--- src/hw/rtl/stb_pkg.sv ---
package stb_pkg;

    localparam logic [1:0] KIND_TICK   = 2'd0;
    localparam logic [1:0] KIND_START  = 2'd1;
    localparam logic [1:0] KIND_CANCEL = 2'd2;

    localparam int TIME_W      = 32;
    localparam int TAG_W       = 16;
    localparam int OUT_IDX_W   = 4;
    localparam int MAX_RESULTS = 16;
    localparam int RES_CNT_W   = $clog2(MAX_RESULTS + 1);

    typedef enum logic [1:0] {
        ST_IDLE,
        ST_OP,
        ST_SCAN
    } t_state;

    // Operands for the shared time unit.
    typedef struct packed {
        logic [TIME_W-1:0] a;
        logic [TIME_W-1:0] b;
    } t_cmp_req;

endpackage

--- src/hw/rtl/stb_cmp.sv ---
module stb_cmp (
    input  stb_pkg::t_cmp_req              i_req,
    input  logic [stb_pkg::TIME_W-1:0]     i_now,
    input  logic [stb_pkg::TIME_W-1:0]     i_delay,
    output logic [stb_pkg::TIME_W-1:0]     o_due,
    output logic                           o_gt
);
    import stb_pkg::*;

    logic [TIME_W-1:0] sum;

    // Deadline arithmetic wraps modulo 2^32; a deadline sum of zero is replaced by one.
    assign sum   = i_now + i_delay;
    assign o_due = (sum == '0) ? TIME_W'(1) : sum;

    // Unsigned greater-than shared by start, wrap detection and the scan.
    assign o_gt = i_req.a > i_req.b;

endmodule

--- src/hw/rtl/soft_timer_bank_with_wrap.sv ---
// Bank of one-shot millisecond timers with wrap-aware expiry.
// Command channel: an item is taken at a clock edge with i_start high and
// o_busy low. kind selects tick, start or cancel; start and cancel address
// i_timer_index, start arms now plus delay, tick carries the current time.
// Start, cancel and unused kinds keep o_busy high through ST_OP after accept.
// A tick keeps o_busy high while ST_OP latches the wrap decision, then while
// ST_SCAN does one deadline memory read per timer, all through a single
// shared compare unit, and drains the read pipeline. Each expiry is one cycle
// on o_result_valid with o_expired_index, o_listener and o_last; o_last marks
// the final expiry of the tick. Expiries are held one step so that o_last is
// known, so the final one appears in the same cycle that o_busy falls. A tick
// reports at most 16 expiries. The receiver cannot stall; results are never
// held back. Configuration (o_cfg_ready is always high) sets the listener
// tag; the user must write it only while the bank is idle (not enforced).
// Reset idles all timers, clears the wrap flags, the previous time and tag.
module soft_timer_bank_with_wrap #(
    parameter int NUM_TIMERS = 16
) (
    input  logic                               i_clk,
    input  logic                               i_rst_n,
    input  logic                               i_start,
    output logic                               o_busy,
    input  logic [1:0]                         i_kind,
    input  logic [7:0]                         i_timer_index,
    input  logic [stb_pkg::TIME_W-1:0]         i_delay_ms,
    input  logic [stb_pkg::TIME_W-1:0]         i_now_ms,
    input  logic                               i_cfg_valid,
    output logic                               o_cfg_ready,
    input  logic [stb_pkg::TAG_W-1:0]          i_cfg_data,
    output logic                               o_result_valid,
    output logic [stb_pkg::OUT_IDX_W-1:0]      o_expired_index,
    output logic [stb_pkg::TAG_W-1:0]          o_listener,
    output logic                               o_last
);
    import stb_pkg::*;

    localparam int IDX_W = (NUM_TIMERS > 1) ? $clog2(NUM_TIMERS) : 1;
    localparam int PTR_W = $clog2(NUM_TIMERS + 1);
    localparam logic [PTR_W-1:0] PTR_END = PTR_W'(NUM_TIMERS);
    localparam logic [8:0] NUM_T9 = 9'(NUM_TIMERS);

    t_state r_state, n_state;

    logic [1:0]         r_kind;
    logic [7:0]         r_idx;
    logic [TIME_W-1:0]  r_delay;
    logic [TIME_W-1:0]  r_now;
    logic [TIME_W-1:0]  r_prev_time;
    logic               r_wrapped;
    logic [TAG_W-1:0]   r_listener;

    logic [NUM_TIMERS-1:0] r_valid;
    logic [NUM_TIMERS-1:0] r_wrap;
    logic [TIME_W-1:0]     r_mem [NUM_TIMERS];
    logic [TIME_W-1:0]     r_rd_data;

    logic [PTR_W-1:0]     r_rd_ptr;
    logic                 r_ev_vld;
    logic [IDX_W-1:0]     r_ev_idx;
    logic [RES_CNT_W-1:0] r_count;

    logic                 r_pend_vld;
    logic [OUT_IDX_W-1:0] r_pend_idx;
    logic                 r_out_vld;
    logic [OUT_IDX_W-1:0] r_out_idx;
    logic                 r_out_last;

    logic accept;
    logic op_en;
    logic scan_en;
    logic in_range;
    logic scan_done;
    logic ev_armed;
    logic fire;
    logic clr_wrap;
    logic mem_we;

    t_cmp_req          cmp_req;
    logic [TIME_W-1:0] due;
    logic              gt;

    stb_cmp u_cmp (
        .i_req   (cmp_req),
        .i_now   (r_now),
        .i_delay (r_delay),
        .o_due   (due),
        .o_gt    (gt)
    );

    assign accept      = i_start && !o_busy;
    assign o_cfg_ready = 1'b1;
    assign in_range    = {1'b0, r_idx} < NUM_T9;

    // Sequencer.
    always_ff @(posedge i_clk) begin
        if (!i_rst_n) begin
            r_state <= ST_IDLE;
        end else begin
            r_state <= n_state;
        end
    end

    always_comb begin
        n_state = r_state;
        unique case (r_state)
            ST_IDLE: begin
                if (accept) begin
                    n_state = ST_OP;
                end
            end
            ST_OP: begin
                n_state = (r_kind == KIND_TICK) ? ST_SCAN : ST_IDLE;
            end
            ST_SCAN: begin
                if (scan_done) begin
                    n_state = ST_IDLE;
                end
            end
            default: n_state = ST_IDLE;
        endcase
    end

    always_comb begin
        o_busy  = 1'b1;
        op_en   = 1'b0;
        scan_en = 1'b0;
        unique case (r_state)
            ST_IDLE: o_busy  = 1'b0;
            ST_OP:   op_en   = 1'b1;
            ST_SCAN: scan_en = 1'b1;
            default: o_busy  = 1'b1;
        endcase
    end

    // Shared compare: start tests due > now, a tick first tests prev > now
    // (clock wrapped), then the scan tests now > deadline per timer.
    always_comb begin
        cmp_req.a = r_now;
        cmp_req.b = r_rd_data;
        if (op_en) begin
            if (r_kind == KIND_START) begin
                cmp_req.a = due;
                cmp_req.b = r_now;
            end else begin
                cmp_req.a = r_prev_time;
                cmp_req.b = r_now;
            end
        end
    end

    always_ff @(posedge i_clk) begin
        if (accept) begin
            r_kind  <= i_kind;
            r_idx   <= i_timer_index;
            r_delay <= i_delay_ms;
            r_now   <= i_now_ms;
        end
    end

    always_ff @(posedge i_clk) begin
        if (!i_rst_n) begin
            r_listener <= '0;
        end else if (i_cfg_valid && o_cfg_ready) begin
            r_listener <= i_cfg_data;
        end
    end

    always_ff @(posedge i_clk) begin
        if (!i_rst_n) begin
            r_prev_time <= '0;
            r_wrapped   <= 1'b0;
        end else if (op_en && r_kind == KIND_TICK) begin
            r_prev_time <= r_now;
            r_wrapped   <= gt;
        end
    end

    // Deadline store; an entry is meaningful only while its valid bit is set.
    assign mem_we = op_en && r_kind == KIND_START && in_range;

    always_ff @(posedge i_clk) begin
        if (mem_we) begin
            r_mem[r_idx[IDX_W-1:0]] <= due;
        end
        r_rd_data <= r_mem[r_rd_ptr[IDX_W-1:0]];
    end

    // Scan pipeline: the address is issued, and evaluation follows in the next cycle.
    always_ff @(posedge i_clk) begin
        if (!i_rst_n) begin
            r_rd_ptr <= '0;
            r_ev_vld <= 1'b0;
            r_count  <= '0;
        end else begin
            r_ev_vld <= scan_en && (r_rd_ptr != PTR_END);
            if (op_en) begin
                r_rd_ptr <= '0;
                r_count  <= '0;
            end else if (scan_en) begin
                if (r_rd_ptr != PTR_END) begin
                    r_rd_ptr <= r_rd_ptr + PTR_W'(1);
                end
                if (fire) begin
                    r_count <= r_count + RES_CNT_W'(1);
                end
            end
        end
    end

    always_ff @(posedge i_clk) begin
        r_ev_idx <= r_rd_ptr[IDX_W-1:0];
    end

    assign scan_done = scan_en && (r_rd_ptr == PTR_END) && !r_ev_vld;
    assign ev_armed  = scan_en && r_ev_vld && r_valid[r_ev_idx]
                       && (r_count < RES_CNT_W'(MAX_RESULTS));
    assign fire      = ev_armed && (r_wrapped ? (!r_wrap[r_ev_idx] || gt)
                                              : (!r_wrap[r_ev_idx] && gt));
    assign clr_wrap  = ev_armed && r_wrapped;

    always_ff @(posedge i_clk) begin
        if (!i_rst_n) begin
            r_valid <= '0;
            r_wrap  <= '0;
        end else if (op_en && in_range) begin
            if (r_kind == KIND_START) begin
                r_valid[r_idx[IDX_W-1:0]] <= 1'b1;
                r_wrap[r_idx[IDX_W-1:0]]  <= !gt;
            end else if (r_kind == KIND_CANCEL) begin
                r_valid[r_idx[IDX_W-1:0]] <= 1'b0;
                r_wrap[r_idx[IDX_W-1:0]]  <= 1'b0;
            end
        end else begin
            if (fire) begin
                r_valid[r_ev_idx] <= 1'b0;
            end
            if (fire || clr_wrap) begin
                r_wrap[r_ev_idx] <= 1'b0;
            end
        end
    end

    // Each expiry waits in the pending slot until the next one or the end of
    // the scan decides whether it is the last of the tick.
    always_ff @(posedge i_clk) begin
        if (!i_rst_n) begin
            r_out_vld  <= 1'b0;
            r_pend_vld <= 1'b0;
        end else begin
            if (op_en) begin
                r_out_vld  <= 1'b0;
                r_pend_vld <= 1'b0;
            end else if (fire) begin
                r_out_vld  <= r_pend_vld;
                r_pend_vld <= 1'b1;
            end else if (scan_done && r_pend_vld) begin
                r_out_vld  <= 1'b1;
                r_pend_vld <= 1'b0;
            end else begin
                r_out_vld  <= 1'b0;
            end
        end
    end

    always_ff @(posedge i_clk) begin
        if (fire) begin
            r_out_idx  <= r_pend_idx;
            r_out_last <= 1'b0;
            r_pend_idx <= OUT_IDX_W'(r_ev_idx);
        end else if (scan_done) begin
            r_out_idx  <= r_pend_idx;
            r_out_last <= 1'b1;
        end
    end

    assign o_result_valid  = r_out_vld;
    assign o_expired_index = r_out_idx;
    assign o_listener      = r_listener;
    assign o_last          = r_out_last;

    a_result_from_scan: assert property (@(posedge i_clk) disable iff (!i_rst_n)
        o_result_valid |-> $past(r_state) == ST_SCAN)
        else $error("result strobe outside a tick scan");

    a_count_capped: assert property (@(posedge i_clk) disable iff (!i_rst_n)
        r_count <= RES_CNT_W'(MAX_RESULTS))
        else $error("expiry count above cap");

    a_wrap_needs_armed: assert property (@(posedge i_clk) disable iff (!i_rst_n)
        $countones(r_wrap & ~r_valid) == 0)
        else $error("wrap flag set on an idle timer");

    a_last_ends_tick: assert property (@(posedge i_clk) disable iff (!i_rst_n)
        (o_result_valid && o_last) |=> !o_result_valid)
        else $error("result after the last expiry of a tick");

    a_accept_busy: assert property (@(posedge i_clk) disable iff (!i_rst_n)
        (i_start && !o_busy) |=> o_busy)
        else $error("accepted item did not raise busy");

endmodule
--- config.mk ---
export PLATFORM = sky130hd
export DESIGN_NAME = soft_timer_bank_with_wrap
export DESIGN_NICKNAME = d
export VERILOG_FILES = /design/src/hw/rtl/stb_pkg.sv /design/src/hw/rtl/stb_cmp.sv /design/src/hw/rtl/soft_timer_bank_with_wrap.sv
export SDC_FILE = /design/constraint.sdc
export NUM_CORES = 1
export LEC_CHECK = 0
export ABC_CLOCK_PERIOD_IN_PS = 7600
export BUFFER_PORTS_ARGS = -buffer_cell sky130_fd_sc_hd__clkbuf_2
export CORE_ASPECT_RATIO = 0.6
export CORE_MARGIN = 2
export CORE_UTILIZATION = 55
export DETAILED_ROUTE_END_ITERATION = 12
export GPL_ROUTABILITY_DRIVEN = 0
export PLACE_DENSITY = 0.72
export SLEW_MARGIN = 10
export SYNTH_ARGS = -nofsm -noshare
export SYNTH_HDL_FRONTEND = slang
export SYNTH_SLANG_ARGS = --single-unit
--- constraint.sdc ---
create_clock -name i_clk -period 7.6 [get_ports i_clk]
set_input_delay 1.9 -clock i_clk [delete_from_list [all_inputs] [get_ports i_clk]]
set_output_delay 1.9 -clock i_clk [all_outputs]
set_load 0.005 [all_outputs]
==> results.py, run 1 <==
metrics = {
    "power": {
        "p_per_area_mw_per_mm2": 248.0,
        "clockPowerShare_pct": 38.2,
        "power_switching_mw": 2.075,
        "ir_drop_uv": 213.2,
        "pwr-share-seq_pct": 52.5,
        "leakagePower_nw": 11.92,
        "power.internal_mw": 6.645,
        "pwr-share-comb_pct": 9.3,
        "p_sw_share_pct": 23.79,
    },
    "global_route": {
        "track_usage_pct": 28.12,
        "gr-total-overflow": 0,
        "grt_pass1_wl_um": 122100,
        "grt_max_degree": 59,
        "grt_pass1_vias": 18742,
        "grt_antenna_before_repair": 0,
    },
    "sta": {
        "skew_ps": 47.31,
        "setup-violations-final": 0,
        "slew_headroom_pct": 18.56,
        "rsz0062_at_grt": "false",
        "drv_slew": 0,
        "fin_tns_setup_ps": 0,
        "fmaxAchievable_ghz": 0.1461,
        "worst_pin_slew_ps": 1219,
        "hold_viol": 0,
        "period_share_pct": 90.04,
        "period_minus_slack_ps": 6843,
    },
    "clocking": {
        "clockBufferDepth": 3,
        "root_buffer": "clkbuf_16",
        "numCtsBuffers": 61,
        "htreeDepth": 2,
        "clk_pin_slew_ps": 70,
        "clk_latency_ps": 660,
        "cts.sinks": 727,
        "cts_tree": "done",
        "ctsHoldBuffers": 0,
        "postCtsSetupBuffers": 0,
        "cts_resized": 0,
    },
    "route": {
        "dr_total_vias": 19591,
        "wl_met2_um": 35720,
        "first_pass_iters": 6,
        "drt_iter0_drc": 2711,
        "finalWirelength_um": 83250,
        "wl_per_cell_um": 27.97,
        "met3_wirelength_um": 10930,
        "drc": 0,
        "drtAntennaViolNets": 0,
        "routed_via_density": 6.583,
        "wl_met1_um": 35150,
        "highest-signal-layer": "met4",
    },
    "synth": {
        "synth_top_area_share_pct": 56.87,
        "async_flop_share_pct": 0,
        "synth.avg_cell_area_um2": 15.28,
        "yosys-top-cells-count": "594 x edfxtp_1, 201 x nand2_1, 170 x mux4_2, 133 x dfxtp_1, 115 x nor2_1",
        "synth_nets": 2214,
        "synthDistinctLibCells": 77,
        "synth_area_leaders": "edfxtp_1 57%, mux4_2 12%, dfxtp_1 8.5%",
        "ys_ff_latch": 727,
        "yosysWarnings": 0,
        "synth_top_cell_by_area": "edfxtp_1",
        "synth-edff-count": 594,
        "syn_inst": 2053,
        "yosysMostFrequentCell": "edfxtp_1",
        "synth-seq-area-share_pct": 65.36,
        "synth_ff_type": "edfxtp_1",
        "syn_area_mm2": 0.03136,
    },
    "floorplan": {
        "initial_utilization_pct": 55.92,
        "dieHeight_um": 189.0,
        "rows": 67,
        "coreArea_mm2": 0.05608,
        "top_level_ports": 118,
        "die-area_mm2": 0.05901,
        "die_width_um": 312.3,
    },
    "critical_path": {
        "crit_path_frequent_cell": "a21oi_1",
        "crit_chain": "ha_1 > o211ai_1 > o21ai_0 > a32oi_1 > a31oi_1 > nor2_1 > xnor2_1 > buf_4 > nand2_1 > a31oi_1 > ha_1 > a21o_1 > a21o_1 > a21oi_1 > o211ai_1 > a21oi_1 > a21oi_1 > o31ai_4 > a21oi_1 > a211oi_1",
        "path_class": "flip-flop to flip-flop",
        "cp.required_ps": 8160,
        "crit_arrival_ps": 7400,
        "endpoint_kind": "flip-flop",
        "crit_slowest_cell": "o31ai_4",
        "start_kind": "flip-flop",
        "slowest_delay_ps": 870,
        "cp_max_fo": 19,
    },
    "run": {
        "drv_cap": 0,
    },
    "placed_design": {
        "placed_area_mm2": 0.03299,
        "place_hpwl_um": 49120,
        "numPortBuffers": 116,
        "dp.cells": 2858,
    },
    "finish": {
        "multi_input_area_mm2": 0.01046,
        "drive_gt1_share_pct": 22.30,
        "syn2layout_area_growth_pct": 12.12,
        "nets": 2323,
        "final_cells": 2976,
        "finalInstanceArea_mm2": 0.03516,
        "regArea_mm2": 0.02051,
        "fillers": 3996,
    },
    "min_path": {
        "min_path_type": "flip-flop to flip-flop",
    },
    "run_status": {
        "status": "completed",
    },
}
[worst max-delay path: cells and delay by family (launching register included)]
family	cells	cell delay (ps)
xor+xnor	1	590
simple gates	2	160
buf+inv	1	340
flops	1	440
fa+ha+maj	2	690
compound gates	14	4530
[logic make-up after synthesis]
logic type	count (synthesis)	synth area share, %
flip-flops	727	65.36
AND/OR/NAND/NOR	490	7.201
AO/OA/AOI/OAI	367	8.210
multiplexers	224	13.93
buffers and inverters	151	1.859
adder cells (fa/ha/maj)	67	2.697
XOR/XNOR	26	0.7261
other	1	0.01196
[layout make-up]
type / count / share of cell area, %
Sequential cell: 727 / 58.33
Multi-Input combinational cell: 1175 / 29.75
Tap cell: 759 / 2.701
Antenna cell: 2 / 0.01423
Clock inverter: 31 / 0.9536
Clock buffer: 85 / 5.127
Inverter: 27 / 0.2882
Timing Repair Buffer: 170 / 2.839
[sequential cells by signal (all words and copies together) (netlist names), 8 cells and up, named ones only]
name	cells
r_delay	32
r_idx	8
r_wrap	16
r_prev_time	32
r_rd_data	32
r_mem	512
o_listener	16
r_now	32
[power groups by stage]
stage	combinational [mW]	sequential [mW]	clock [mW]
final	0.808	4.58	3.33
after global routing	0.879	4.58	3.52
after CTS	0.787	4.58	3.37
after detailed placement	0.781	4.66	0
after global placement	0.749	4.66	0
after floorplan	0.489	4.64	0
[placed cells by master (no fill, tap or decap), types with 27 or more instances in the layout]
cell       netlist  final
clkbuf_16        0     66
a21boi_0        35     35
edfxtp_1       594    594
nor3_1          41     40
a21oi_1         85     85
buf_4            1     53
a31oi_1         27     27
mux4_2         170    170
nor2b_1         34     32
dfxtp_1        133    129
nor2_1         115     98
a21o_1          35     35
o21ai_0         54     54
mux2i_1         54     54
clkbuf_2         0    116
nand2_1        201    201
ha_1            66     66
[metal layers]
metal	global-route usage (%)	vias to the layer above
met3	8.018	116
met4	5.603	0
li1	-	8287
met5	0	-
met2	40.27	1251
met1	43.22	9937
[per-stage QoR]
stage	total power, mW	utilization, %	worst slack, ps	hold WS [ps]
after floorplan	5.133	-	2070	329.0
after global placement	5.412	58.83	1252	412.6
after detailed placement	5.446	58.83	1053	404.5
after CTS	8.736	62.64	1044	420.1
after global routing	8.981	62.69	559.4	438.2
final	8.720	62.70	757.1	418.9
[final timing paths]
kind,endpoint,slack [ps],startpoint,cells after the start
max reg2reg,flip-flop,760,r_now[2]$_DFFE_PP_,20
min,o_expired_index[0]$_DFFE_PP_,420,r_pend_idx[0]$_DFFE_PP_,0
max,flip-flop,760,r_now[2]$_DFFE_PP_,20
min reg2reg,o_expired_index[0]$_DFFE_PP_,420,r_pend_idx[0]$_DFFE_PP_,0
Note: power is estimated with default switching activity, not from simulation.
==> run 2: changes to the inputs <==
--- a/config.mk
+++ b/config.mk
@@ -13,6 +13,7 @@
 export DETAILED_ROUTE_END_ITERATION = 12
 export GPL_ROUTABILITY_DRIVEN = 0
 export PLACE_DENSITY = 0.72
+export RECOVER_POWER = 25
 export SLEW_MARGIN = 10
 export SYNTH_ARGS = -nofsm -noshare
 export SYNTH_HDL_FRONTEND = slang
==> run 2 against run 1 <==
- the flow now finishes with violations (max-capacitance violations, max-slew violations)
- global-route usage stayed put
- cell count about the same
- total power down 0.13%
- highest routed layer unchanged
- design area fell by 0.33%
==> results.py, run 2 (same netlist as run 1, synthesis figures left out) <==
metrics = {
    "finish": {
        "fin_util_pct": 62.49,
        "final_common_cell": "edfxtp_1",
        "largest_reg_flops": 512,
        "final_cell_mix": "594 x edfxtp_1, 201 x nand2_1, 170 x mux4_2",
        "num_antenna_cells": 0,
        "drive_gt1_share_pct": 20.05,
        "nets": 2323,
        "syn2layout_area_growth_pct": 11.74,
    },
    "global_route": {
        "grt_pass1_wl_um": 122100,
        "grt_antenna_before_repair": 0,
        "grt_max_degree": 59,
        "gr-total-overflow": 0,
        "track_usage_pct": 28.12,
        "grt_pass1_vias": 18742,
    },
    "floorplan": {
        "top_level_ports": 118,
        "dieHeight_um": 189.0,
        "die-area_mm2": 0.05901,
        "rows": 67,
        "die_width_um": 312.3,
        "coreArea_mm2": 0.05608,
        "initial_utilization_pct": 55.92,
    },
    "critical_path": {
        "cp.required_ps": 8160,
        "start_kind": "flip-flop",
        "crit_arrival_ps": 7380,
        "endpoint_kind": "flip-flop",
        "cp_max_fo": 19,
        "path_class": "flip-flop to flip-flop",
    },
    "route": {
        "first_pass_iters": 6,
        "drt_iter0_drc": 2780,
        "finalWirelength_um": 83190,
        "routed_via_density": 6.605,
        "drtAntennaViolNets": 0,
        "dr_total_vias": 19642,
        "wl_per_cell_um": 27.97,
        "drc": 0,
    },
    "clocking": {
        "cts_tree": "done",
        "numCtsBuffers": 61,
        "cts_resized": 0,
        "clockBufferDepth": 3,
        "clk_pin_slew_ps": 70,
        "root_buffer": "clkbuf_16",
        "ctsHoldBuffers": 0,
        "postCtsSetupBuffers": 0,
        "htreeDepth": 2,
        "cts.sinks": 727,
        "clk_latency_ps": 650,
    },
    "power": {
        "leakagePower_nw": 11.77,
        "p_per_area_mw_per_mm2": 248.5,
        "ir_drop_uv": 212.9,
    },
    "sta": {
        "period_share_pct": 89.75,
        "fin_tns_setup_ps": 0,
        "fmaxAchievable_ghz": 0.1466,
        "setup-violations-final": 0,
        "drv_slew": 287,
        "hold_viol": 0,
        "slew_headroom_pct": -176.0,
        "skew_ps": 45.48,
        "rsz0062_at_grt": "false",
        "worst_slack_ps": 779.4,
        "period_minus_slack_ps": 6821,
        "worst_pin_slew_ps": 4140,
    },
    "run": {
        "drv_cap": 7,
    },
    "run_status": {
        "violations": "max-capacitance violations, max-slew violations",
        "status": "complete, but fails checks",
    },
    "placed_design": {
        "numPortBuffers": 116,
        "place_hpwl_um": 49120,
        "post-place-ws_ps": 1053,
    },
    "min_path": {
        "min_path_type": "flip-flop to flip-flop",
    },
}
run 2: cell types whose count changed in the layout (fill, tap and decap cells not counted), moves of 2 or more:
cell and change:
clkbuf_2 -31, diode_2 -2, clkbuf_1 +46, buf_4 -15
run 2: routing by layer:
layer | global-route usage, % | share of wire [%] | up-vias
met5 | 0 | 0 | -
met4 | 5.603 | 1.8 | 0
met3 | 8.018 | 13 | 120
met2 | 40.27 | 43 | 1306
met1 | 43.22 | 42 | 9929
li1 | - | - | 8287
run 2: worst max-delay path, cell delays in order, from the launching register on:
cell and delay, ps:
edfxtp_1 460, ha_1 430, o211ai_1 140, o21ai_0 670
a32oi_1 350, a31oi_1 380, nor2_1 90, xnor2_1 560
buf_4 340, nand2_1 70, a31oi_1 200, ha_1 270
a21o_1 160, a21o_1 170, a21oi_1 140, o211ai_1 100
a21oi_1 550, a21oi_1 330, o31ai_4 900, a21oi_1 150
a211oi_1 280
run 2: cell type report:
type,count,area [um2]
multi-input combinational,1175,10450
tap,759,949.7
fill,4030,21040
clock inverter,31,335.3
clock buffer,85,1803
sequential,727,20510
inverter,27,101.3
timing repair buffer,170,903.4
run 2: path summary, 6_finish.rpt:
kind / start / end / slack [ps] / cells past startpoint
worst max register to register: r_now[4]$_DFFE_PP_ / flip-flop / 780 / 20
worst max-delay path: r_now[4]$_DFFE_PP_ / flip-flop / 780 / 20
worst min register to register: r_pend_idx[0]$_DFFE_PP_ / o_expired_index[0]$_DFFE_PP_ / 420 / 0
worst min-delay path: r_pend_idx[0]$_DFFE_PP_ / o_expired_index[0]$_DFFE_PP_ / 420 / 0
run 2: where the power goes:
group / internal, mW / switching [mW]
sequential: 4.54 / 0.0466
combinational: 0.234 / 0.560
clock: 1.87 / 1.47
total: 6.64 / 2.07
run 2: through the flow:
step	cells	cell area (um2)	total power, mW	hold WS (ps)
2_1_floorplan	2053	31360	5.133	329.0
3_3_place_gp	2858	32990	5.412	412.6
3_5_place_dp	2858	32990	5.446	404.5
4_1_cts	2974	35130	8.736	420.1
5_1_grt	2974	35050	8.972	438.2
6_report	2974	35050	8.709	420.3
==> run 3: changes to the inputs <==
--- a/config.mk
+++ b/config.mk
@@ -5,6 +5,7 @@
 export SDC_FILE = /design/constraint.sdc
 export NUM_CORES = 1
 export LEC_CHECK = 0
+export ABC_AREA = 0
 export ABC_CLOCK_PERIOD_IN_PS = 7600
 export BUFFER_PORTS_ARGS = -buffer_cell sky130_fd_sc_hd__clkbuf_2
 export CORE_ASPECT_RATIO = 0.6
@@ -17,4 +18,5 @@
 export SLEW_MARGIN = 10
 export SYNTH_ARGS = -nofsm -noshare
 export SYNTH_HDL_FRONTEND = slang
+export SYNTH_HIERARCHICAL = 1
 export SYNTH_SLANG_ARGS = --single-unit
==> run 3 against run 2 <==
- the flow still finishes with violations (max-capacitance violations, max-slew violations)
- critical path depth is 10 higher
- register-to-register slack worse by 300 ps
- synthesized area is 1.2% lower
==> results.py, run 3 <==
metrics = {
    "run_status": {
        "status": "complete, but fails checks",
        "violations": "max-capacitance violations, max-slew violations",
    },
    "synth": {
        "syn_inst": 2081,
        "async_flop_share_pct": 0,
        "yosysWarnings": 6,
        "yosys-top-cells-count": "594 x edfxtp_1, 277 x nand2_1, 163 x mux4_2, 133 x dfxtp_1, 110 x a21oi_1",
        "synth_nets": 2242,
        "ys_ff_latch": 727,
        "synth-edff-count": 594,
        "synth_area_leaders": "edfxtp_1 58%, mux4_2 12%, dfxtp_1 8.6%",
        "synth.avg_cell_area_um2": 14.89,
        "synth_top_cell_by_area": "edfxtp_1",
        "synth_ff_type": "edfxtp_1",
        "synth_top_area_share_pct": 57.56,
        "yosysMostFrequentCell": "edfxtp_1",
        "synth-seq-area-share_pct": 66.15,
        "synthDistinctLibCells": 73,
        "syn_area_mm2": 0.03099,
    },
    "clocking": {
        "root_buffer": "clkbuf_16",
        "cts.sinks": 727,
        "htreeDepth": 3,
        "numCtsBuffers": 67,
        "clk_pin_slew_ps": 60,
        "cts_tree": "done",
        "clockBufferDepth": 3,
        "clk_latency_ps": 600,
    },
    "floorplan": {
        "die-area_mm2": 0.05832,
        "die_width_um": 310.4,
        "coreArea_mm2": 0.05575,
        "initial_utilization_pct": 55.59,
        "dieHeight_um": 187.9,
        "top_level_ports": 118,
        "rows": 67,
    },
    "finish": {
        "fillers": 4001,
        "multi_input_area_mm2": 0.009950,
        "regArea_mm2": 0.02050,
        "nets": 2372,
        "final_cell_mix": "594 x edfxtp_1, 277 x nand2_1, 163 x mux4_2",
        "final_common_cell": "edfxtp_1",
        "syn2layout_area_growth_pct": 13.02,
        "final_cells": 3026,
        "fin_util_pct": 62.83,
        "drive_gt1_share_pct": 21.07,
        "largest_reg_flops": 512,
    },
    "sta": {
        "period_minus_slack_ps": 7120,
        "fmaxAchievable_ghz": 0.1404,
        "slew_headroom_pct": -165.5,
        "worst_pin_slew_ps": 3983,
        "rsz0062_at_grt": "true",
        "fin_tns_setup_ps": 0,
        "hold_viol": 0,
        "drv_slew": 141,
        "skew_ps": 23.19,
        "period_share_pct": 93.69,
        "setup-violations-final": 0,
    },
    "critical_path": {
        "path_class": "flip-flop to flip-flop",
        "cp_max_fo": 45,
        "cp.required_ps": 7880,
        "crit_path_frequent_cell": "o21a_1",
        "slowest_delay_ps": 620,
        "start_kind": "flip-flop",
        "crit_slowest_cell": "or4_1",
        "crit_arrival_ps": 7400,
        "endpoint_kind": "flip-flop",
    },
    "route": {
        "drtAntennaViolNets": 0,
        "drc": 0,
        "finalWirelength_um": 78840,
        "drt_iter0_drc": 2885,
        "dr_total_vias": 19145,
        "routed_via_density": 6.327,
        "first_pass_iters": 8,
        "wl_per_cell_um": 26.05,
    },
    "power": {
        "power.internal_mw": 6.898,
        "report.power.total_mw": 8.949,
        "pwr-share-seq_pct": 51.2,
        "power_switching_mw": 2.051,
        "clockPowerShare_pct": 39.9,
        "ir_drop_uv": 231.5,
        "pwr-share-comb_pct": 8.9,
        "p_sw_share_pct": 22.92,
        "p_per_area_mw_per_mm2": 255.5,
        "leakagePower_nw": 11.77,
    },
    "global_route": {
        "gr-total-overflow": 0,
        "grt_pass1_vias": 18588,
        "track_usage_pct": 27.42,
        "grt_antenna_before_repair": 3,
        "grt_max_degree": 75,
        "grt_pass1_wl_um": 117300,
    },
    "placed_design": {
        "numPortBuffers": 116,
        "dp.cells": 2900,
        "place_hpwl_um": 45650,
    },
    "run": {
        "drv_cap": 4,
    },
    "min_path": {
        "min_path_type": "flip-flop to flip-flop",
    },
}
-- run 3: cell count changes in the layout (fill, tap and decap cells not counted), moves of 24 or more --
cell | before | now
buf_4 | 38 | 62
mux2i_1 | 54 | 30
a21oi_1 | 85 | 110
nor3_1 | 40 | 13
a21boi_0 | 35 | 1
nand2_1 | 201 | 277
inv_1 | 26 | 62
a31oi_1 | 27 | 65
-- run 3: routing by layer --
metal | share of wire (%) | GRT usage, % | up-vias
met5 | 0 | 0 | -
met4 | 2.5 | 8.324 | 0
met3 | 11 | 6.148 | 135
met2 | 45 | 40.54 | 1142
met1 | 41 | 40.97 | 9615
li1 | - | - | 8253
-- run 3: what timing repair did --
item	CTS	global route
resized for setup	1	7
setup endpoints to repair	32	48
buffers inserted	0	1
hold buffers	0	0
-- run 3: power groups by stage --
| stage | clock, mW | sequential, mW | combinational (mW) |
|---|---|---|---|
| finish | 3.57 | 4.58 | 0.797 |
| global route | 3.77 | 4.58 | 0.874 |
| CTS | 3.62 | 4.58 | 0.785 |
| detailed placement | 0 | 4.67 | 0.777 |
| global placement | 0 | 4.66 | 0.749 |
| floorplan | 0 | 4.65 | 0.478 |
-- run 3: cell families after synthesis --
kind of cell / after synthesis / synth area share, %
flops: 727 / 66.15
buf+inv: 188 / 2.418
xor+xnor: 34 / 0.9851
mux: 194 / 12.85
fa+ha+maj: 67 / 2.729
other cells: 1 / 0.01210
compound gates: 326 / 7.033
simple gates: 544 / 7.821
-- run 3: path summary, 6_finish.rpt --
path                                               from                      endpoint  slack [ps]  cells past startpoint
worst max-delay path                 r_now[8]$_DFFE_PP_  o_expired_index[0]$_DFFE_PP_         480                     30
worst min-delay path            r_pend_idx[1]$_DFFE_PP_  o_expired_index[1]$_DFFE_PP_         420                      0
worst max register to register       r_now[8]$_DFFE_PP_  o_expired_index[0]$_DFFE_PP_         480                     30
worst min register to register  r_pend_idx[1]$_DFFE_PP_  o_expired_index[1]$_DFFE_PP_         420                      0
-- run 3: stage by stage --
| step | hold slack, ps | cell area [um2] | setup slack (ps) |
|---|---|---|---|
| finish | 422.7 | 35020 | 479.6 |
| global placement | 409.3 | 32690 | 268.3 |
| floorplan | 329.0 | 30990 | 765.5 |
| global route | 436.0 | 35020 | -9.519 |
| detailed placement | 411.0 | 32690 | -152.4 |
| CTS | 426.1 | 35020 | 149.8 |
-- run 3: layout make-up --
cell class	instances	area share, %
diodes	3	0.02143
inverters	62	0.6645
multi-input cells	1166	28.41
clock buffers	89	5.409
well taps	759	2.711
flip-flops and latches	727	58.54
repair buffers	187	3.008
clock inverters	33	1.240
-- run 3: worst max-delay path, delay by kind of cell (launching register included) --
kind            cells  cell delay [ps]
xor+xnor            1              330
fa+ha+maj           2              610
flops               1              440
simple gates       10             2080
compound gates     14             2670
buf+inv             3              660
